===== config.mk =====
export PLATFORM = sky130hd
export DESIGN_NAME = slphd_ram
export DESIGN_NICKNAME = d
export VERILOG_FILES = /design/src/hdl/slphd_ram.sv
export SDC_FILE = /design/constraint.sdc
export NUM_CORES = 1
export LEC_CHECK = 0
export BUFFER_PORTS_ARGS = -buffer_cell sky130_fd_sc_hd__buf_2
export CORE_UTILIZATION = 40
export CTS_CLUSTER_DIAMETER = 150
export DETAILED_ROUTE_END_ITERATION = 8
export GPL_TIMING_DRIVEN = 0
export SYNTH_ARGS = -nofsm -noshare
export SYNTH_HDL_FRONTEND = slang
export SYNTH_SLANG_ARGS = --single-unit

===== constraint.sdc =====
create_clock -name clk -period 1.8 [get_ports clk]
set_clock_uncertainty 0.1 [all_clocks]
set_input_delay 0 -clock clk [delete_from_list [all_inputs] [get_ports clk]]
set_output_delay 0 -clock clk [all_outputs]
set_load 0.02 [all_outputs]

===== src/hdl/slphd_ram.sv =====
// Generic single-port-write, single-port-read RAM with registered read data.
module slphd_ram #(
  parameter int WIDTH = 8,
  parameter int DEPTH = 16,
  localparam int AW = (DEPTH > 1) ? $clog2(DEPTH) : 1
) (
  input  logic             clk,
  input  logic             we,
  input  logic [AW-1:0]    waddr,
  input  logic [WIDTH-1:0] wdata,
  input  logic             re,
  input  logic [AW-1:0]    raddr,
  output logic [WIDTH-1:0] rdata
);

  logic [WIDTH-1:0] mem [DEPTH];

  // Write port.
  always_ff @(posedge clk) begin
    if (we) begin
      mem[waddr] <= wdata;
    end
  end

  // Read port returns the old contents on a same-address collision.
  always_ff @(posedge clk) begin
    if (re) begin
      rdata <= mem[raddr];
    end
  end

endmodule


Yosys cells after proc, flatten, opt, wreduce, memory -nomap -nowiden. Memory sizes are Yosys's and may differ from the RTL's. A register that Yosys moved wholly into a read port is not among the register bits. Index checks and enable logic that the tools add are counted.

Output and inout port bits: 8. Memories kept: 1. Input port bits: 19. Memory bits (writable): 128. Flip-flop bits (word level): 0. Word-level logic and storage cells: 3.

Memory list: mem (words 16, width 8, read ports 1, clocked after Yosys merged registers in 1, wr ports 1, line 16) `logic [WIDTH-1:0] mem [DEPTH];`.

Mux-type cells: 2.

Operators by type and width (count): 1-bit two-way mux (2).

Longest topological paths before layout. Gate-level depths: netlist of run 1.

Word-level depth: 2. Gate-level depth with buffers: 5. Depth with buffers taken out: 3.

Worst setup path after synthesis of run 1. No wires, ideal clock.

Path kind: input-to-reg. Start: input port waddr[2]. End: memory mem[0][0], enable pin. Arrival time: 1.110 ns. Slack: 0.207 ns. Cell stages on the path: 2. Required time: 1.317 ns. Cells stage by stage: or3b_2 -> nor3_1.

RTL lines: from (decl) (line 9) `input logic [AW-1:0] waddr,`; to (decl) (line 16).

Straight into the memory's write port.

==> flow_summary_export.csv, run 1 <==
group,metric,value,unit
finish,area_delta_synth_final,20.06,%
sta,period_share,94.36,%
floorplanning,pin_count,27,
placement,hpwlAfterDp,6.181,mm
clock_tree,h-tree-depth,4,
synthesis,synth_seq_cells,136,
global_routing,grt_pass1_vias,2456,
clock_tree,cts_buffers,17,
synthesis,ys_seq_area_share,78.12,%
floorplanning,rows,41,
global_routing,grt_max_degree,17,
sta,slew_violations,0,
clock_tree,path_clk_slew,0.06,ns
sta,slew_headroom,20.22,%
finish,fin_area,6276,um^2
finish,nets,301,
pwr,leakagePower,2.073,nW
sta,hold_violations,0,
sta,min_period,1.699,ns
pwr,peakVddDrop,666.1,uV
global_routing,grt_util_all_layers,16.54,%
route,firstDrtPassIters,4,
global_routing,antenna_found_initial,0,
sta,setup_tns,0,ns
setup_path,critical_path_class,"reg2reg",
global_routing,grt_overflow,0,
setup_path,crit_required,1.83,ns
flow_run,cap_viol_max_count,0,
setup_path,slowest_stage,"mux4_1",
route,drt_iter0_markers,153,
sta,worst_slew_pin_slew,1.188,ns
clock_tree,post_cts_resized,0,
synthesis,syn_nets,248,
synthesis,syn_inst,229,
sta,max_freq,588.7,MHz
clock_tree,post-cts-setup-buffer-count,0,
setup_path,path_max_fanout,1,
route,vias,2445,
synthesis,synth_top_area_share,78.12,%
route,totalWireLength,9.947,mm
sta,finalSetupViolations,0,
route,drcViolationCount,0,
synthesis,synth_cell_types,18,
clock_tree,clock_latency,0.41,ns
synthesis,ys_top_cells_by_area,"edfxtp_1 (78%), mux4_2 (7.8%), mux4_1 (7.0%)",
clock_tree,cts_num_sinks,136,
sta,rsz0062_at_grt,"no",
setup_path,r2r_slack,0.10,ns
global_routing,grt_util_met1,22.89,%
min_path,min_path_type,"in2reg",
floorplanning,core-area,12670,um^2
synthesis,synth_edf_count,136,
synthesis,yosysTopAreaCell,"edfxtp_1",
global_routing,grt_pass1_wl,15.00,mm
synthesis,ys_async_sr_fraction,0,%
global_routing,gr-usage-met2,24.77,%
floorplanning,die-area,13530,um^2
setup_path,start_kind,"flip-flop",
placement,globalplace.congestion,0.7019,
global_routing,grt.busiest_layer,"met2",
outcome,status,"finished clean",
synthesis,yosysMostFrequentCell,"edfxtp_1",
route,ant_nets,0,
setup_path,cpPeakStageDelay,0.54,ns
synthesis,syn_avg_cell_area,22.83,um^2
clock_tree,cts-root-buf,"clkbuf_16",
setup_path,cp-end-kind,"flip-flop",
synthesis,yosysWarnings,0,
floorplanning,start_util,41.26,%
floorplanning,fp.dieW,116.3,um
route,detail_route.wl_per_cell,21.35,um
finish,drive_gt1_share,28.57,%
global_routing,grt_use_met3,4.670,%
placement,postPlaceCellArea,5568,um^2
setup_path,crit_chain,"mux4_1 -> a22oi_1 -> nand2_1",
synthesis,syn-cell-area,5228,um^2
finish,diodes,0,
synthesis,synth_ff_type,"edfxtp_1",
placement,numPortBuffers,25,
setup_path,cp.arrival,1.73,ns
synthesis,yosys-top-cells-count,"edfxtp_1 (136), mux4_2 (18), a22oi_1 (16)",
floorplanning,dieHeight,116.3,um
clock_tree,cts_max_path_buffers,2,
clock_tree,cts_tree,"yes",
pwr,power_density,1192,nW/um^2
route,avgViaCountPerCell,5.247,
## layout by cell type (no fill, tap or decap), drive strengths merged, types with 5 or more instances in the layout
cell type,netlist,final
a22oi,16,16
buf,7,32
clkbuf,0,17
clkinv,0,5
clkinvlp,0,5
dlygate4sd3,0,9
edfxtp,136,136
mux4,32,32
nand2,9,9
nor2,13,13
## worst max-delay path, delay by kind of cell, from the launching register on
family	cells	cell delay (ns)
compound gates	1	0.28
flops	1	0.36
mux	1	0.54
simple gates	1	0.13
## logic make-up after synthesis
family | Yosys count | share of synthesized area (%)
compound gates | 16 | 2.298
mux | 32 | 14.79
simple gates | 35 | 3.136
buf+inv | 10 | 1.651
flops | 136 | 78.12
## stage by stage
stage / instances / util [%] / hold slack [ns] / worst slack [ns] / total power, mW
6_report: 466 / 49.53 / 0.0009777 / 0.1015 / 7.478
3_5_place_dp: 426 / 43.94 / 0.2394 / -0.3971 / 4.006
5_1_grt: 466 / 49.53 / 0.01876 / 0.08912 / 7.688
2_1_floorplan: 229 / - / -0.001131 / 0.2071 / 3.848
4_1_cts: 466 / 49.45 / 0.04228 / 0.02383 / 7.530
3_3_place_gp: 426 / 43.94 / 0.2342 / -0.3719 / 3.995
## sequential cells by signal, indices dropped and copies added (netlist names)
signal  count
mem       128
rdata       8
## report_power, final
part,total [mW],switching [mW],internal (mW)
Sequential,3.58,0.0151,3.57
Combinational,0.368,0.218,0.151
Clock,3.53,1.23,2.29
## metal layers
| layer | vias up | part of all wire [%] |
|---|---|---|
| met5 | - | 0 |
| met4 | 0 | 0.55 |
| met3 | 2 | 4.1 |
| met2 | 76 | 49 |
| met1 | 1278 | 47 |
| li1 | 1089 | - |
## cell type report
class / instances / area (um^2)
buffer: 10 / 86.33
tap: 172 / 215.2
clock buffer: 17 / 425.4
multi-input combinational: 83 / 1067
fill: 1005 / 6395
clock inverter: 14 / 182.7
timing repair buffer: 34 / 215.2
sequential: 136 / 4084
## path summary, 6_finish.rpt
check,startpoint,endpoint,cells after the start
max,mem[6][0]$_DFFE_PP_,rdata[0]$_DFFE_PP_,3
min,waddr[0],mem[8][5]$_DFFE_PP_,2
max reg2reg,mem[6][0]$_DFFE_PP_,rdata[0]$_DFFE_PP_,3
min reg2reg,mem[8][1]$_DFFE_PP_,rdata[1]$_DFFE_PP_,3
## repair_timing
action | in CTS | in global routing
setup endpoints to repair | 0 | 0
hold buffers | 9 | 0
endpoints found under the hold margin | 136 | 0
(Power assumes the default switching activity.)
==> inputs of run 2 (changes only) <==
--- a/config.mk
+++ b/config.mk
@@ -10,6 +10,8 @@
 export CTS_CLUSTER_DIAMETER = 150
 export DETAILED_ROUTE_END_ITERATION = 8
 export GPL_TIMING_DRIVEN = 0
+export SETUP_SLACK_MARGIN = 0.4
+export SKIP_CTS_REPAIR_TIMING = 1
 export SYNTH_ARGS = -nofsm -noshare
 export SYNTH_HDL_FRONTEND = slang
 export SYNTH_SLANG_ARGS = --single-unit
==> run 2 against run 1 <==
Critical path depth is the same. Die area unchanged. Via count is 0.45% lower. Sequential share of layout area shrank 0.31 points. Largest cell class unchanged. Maximum frequency up 9.0%. Power fell by 0.51%. Flip-flop and latch count is the same. Clock power is 2% lower. Cell area grew 0.48%. Worst hold slack improved by 0.0090 ns. First-iteration DRC count rose by 36%. Utilization is 0.24 points higher. Highest routed layer unchanged.
==> flow_summary_export.csv, run 2 (same netlist as run 1, synthesis figures left out) <==
group,metric,value,unit
finish,stdcell_count,467,
finish,layout.cells.most_common_list,"edfxtp_1 (136), buf_2 (28), mux4_2 (26)",
route,wl_met3,673,um
setup_path,path_max_fanout,1,
pwr,peakVddDrop,891.1,uV
route,ant_nets,0,
min_path,hold-path-cell-count,2,
finish,utilization,49.77,%
finish,largest_register_ffs,128,
setup_path,crit_required,1.84,ns
outcome,status,"finished clean",
global_routing,grt_util_all_layers,15.75,%
sta,setup_ws,0.2411,ns
route,totalWireLength,9.744,mm
placement,dp_cells,426,
finish,drive_gt1_share,36.61,%
placement,preCtsSetupSlack,-0.03881,ns
clock_tree,cts_max_path_buffers,2,
sta,hold_violations,0,
sta,whs,0.009944,ns
finish,diodes,0,
clock_tree,cts-root-buf,"clkbuf_16",
placement,hpwlAfterDp,6.159,mm
min_path,min_to,"mem[0][0]$_DFFE_PP_",
route,wl_met2,4.602,mm
global_routing,grt_overflow,0,
global_routing,grt_pass1_vias,2496,
route,top_layer_used,"met4",
floorplanning,die-area,13530,um^2
setup_path,start_kind,"flip-flop",
route,avgViaCountPerCell,5.212,
pwr,power_density,1180,nW/um^2
setup_path,timing.rr.start,"mem[2][0]$_DFFE_PP_",
global_routing,grt_max_degree,17,
finish,area_delta_synth_final,20.63,%
floorplanning,core-area,12670,um^2
clock_tree,clock_latency,0.41,ns
placement,postPlaceCellArea,5573,um^2
floorplanning,dieHeight,116.3,um
route,drt_iter0_markers,208,
setup_path,cp.arrival,1.60,ns
floorplanning,fp.dieW,116.3,um
clock_tree,h-tree-depth,4,
setup_path,r2r_end,"rdata[0]$_DFFE_PP_",
sta,worst_slew_pin_slew,0.7905,ns
setup_path,cp-end-kind,"flip-flop",
global_routing,antenna_found_initial,0,
route,drcViolationCount,0,
placement,numPortBuffers,25,
finish,reg_top3,"mem x128, rdata x8",
setup_path,r2r_slack,0.24,ns
sta,finalSetupViolations,0,
sta,slew_headroom,47.11,%
finish,layout_commonest_cell,"edfxtp_1",
route,detail_route.wl_per_cell,20.87,um
flow_run,cap_viol_max_count,0,
finish,largest_register,"mem",
min_path,min_from,"waddr[1]",
clock_tree,cts_tree,"yes",
route,wl_met1,4.293,mm
clock_tree,path_clk_slew,0.06,ns
pwr,leakagePower,2.055,nW
global_routing,grt_pass1_wl,14.45,mm
sta,period_share,86.61,%
sta,max_freq,641.5,MHz
floorplanning,start_util,41.26,%
route,firstDrtPassIters,5,
finish,fin_area,6306,um^2
route,vias,2434,
clock_tree,cts_num_sinks,136,
finish,nets,301,
floorplanning,rows,41,
sta,min_period,1.559,ns
setup_path,critical_path_class,"reg2reg",
sta,rsz0062_at_grt,"yes",
placement,globalplace.congestion,0.7233,
clock_tree,cts_buffers,17,
setup_path,reg2reg_depth,3,
min_path,min_path_type,"in2reg",
sta,slew_violations,0,
floorplanning,pin_count,27,
[run 2: cell types whose count changed in the layout (fill, tap and decap cells not counted), moves of 8 or more]
| cell | before | now |
|---|---|---|
| a22oi_1 | 16 | 8 |
| a22oi_2 | 0 | 8 |
| mux4_1 | 14 | 6 |
| mux4_2 | 18 | 26 |
[run 2: cell type report]
type                    instances  area (um^2)
clock inverters                14        175.2
multi-input cells              83         1101
plain buffers                  10        86.33
repair buffers                 34        215.2
flip-flops and latches        136         4084
fillers                      1053         6365
clock buffers                  18        429.2
well taps                     172        215.2
[run 2: layer usage]
metal,vias up,global-route usage [%]
met5,-,0
met4,0,6.923
met3,13,3.217
met2,100,24.06
met1,1239,22.07
li1,1082,-
[run 2: worst max-delay path by stage]
stage                               end  cells after the start                start  slack (ns)
global placement    mem[8][7]$_DFFE_PP_                      3             waddr[2]       -0.12
detailed placement  mem[8][3]$_DFFE_PP_                      3             waddr[2]       -0.04
global route         rdata[0]$_DFFE_PP_                      3  mem[1][0]$_DFFE_PP_        0.20
finish               rdata[0]$_DFFE_PP_                      3  mem[2][0]$_DFFE_PP_        0.24
floorplan            rdata[0]$_DFFE_PP_                      3  mem[1][0]$_DFFE_PP_        0.40
CTS                  rdata[0]$_DFFE_PP_                      3  mem[5][0]$_DFFE_PP_        0.13
[run 2: report_power, final]
| group | total (mW) | leakage, nW | switching (mW) | internal [mW] |
|---|---|---|---|---|
| registers | 3.58 | 1.24 | 0.0153 | 3.57 |
| clock network | 3.47 | 0.287 | 1.28 | 2.19 |
| logic | 0.386 | 0.532 | 0.227 | 0.159 |
[run 2: metrics by stage]
| step | power, mW | TNS [ns] |
|---|---|---|
| after floorplan | 3.848 | 0 |
| after global placement | 3.995 | -1.255 |
| after detailed placement | 4.005 | -0.5260 |
| after CTS | 7.432 | 0 |
| after global routing | 7.624 | 0 |
| final | 7.440 | 0 |
[run 2: worst max-delay path, cell delays in order, from the launching register on]
cell      delay (ns)
edfxtp_1        0.37
mux4_2          0.49
a22oi_2         0.24
nand2_1         0.10
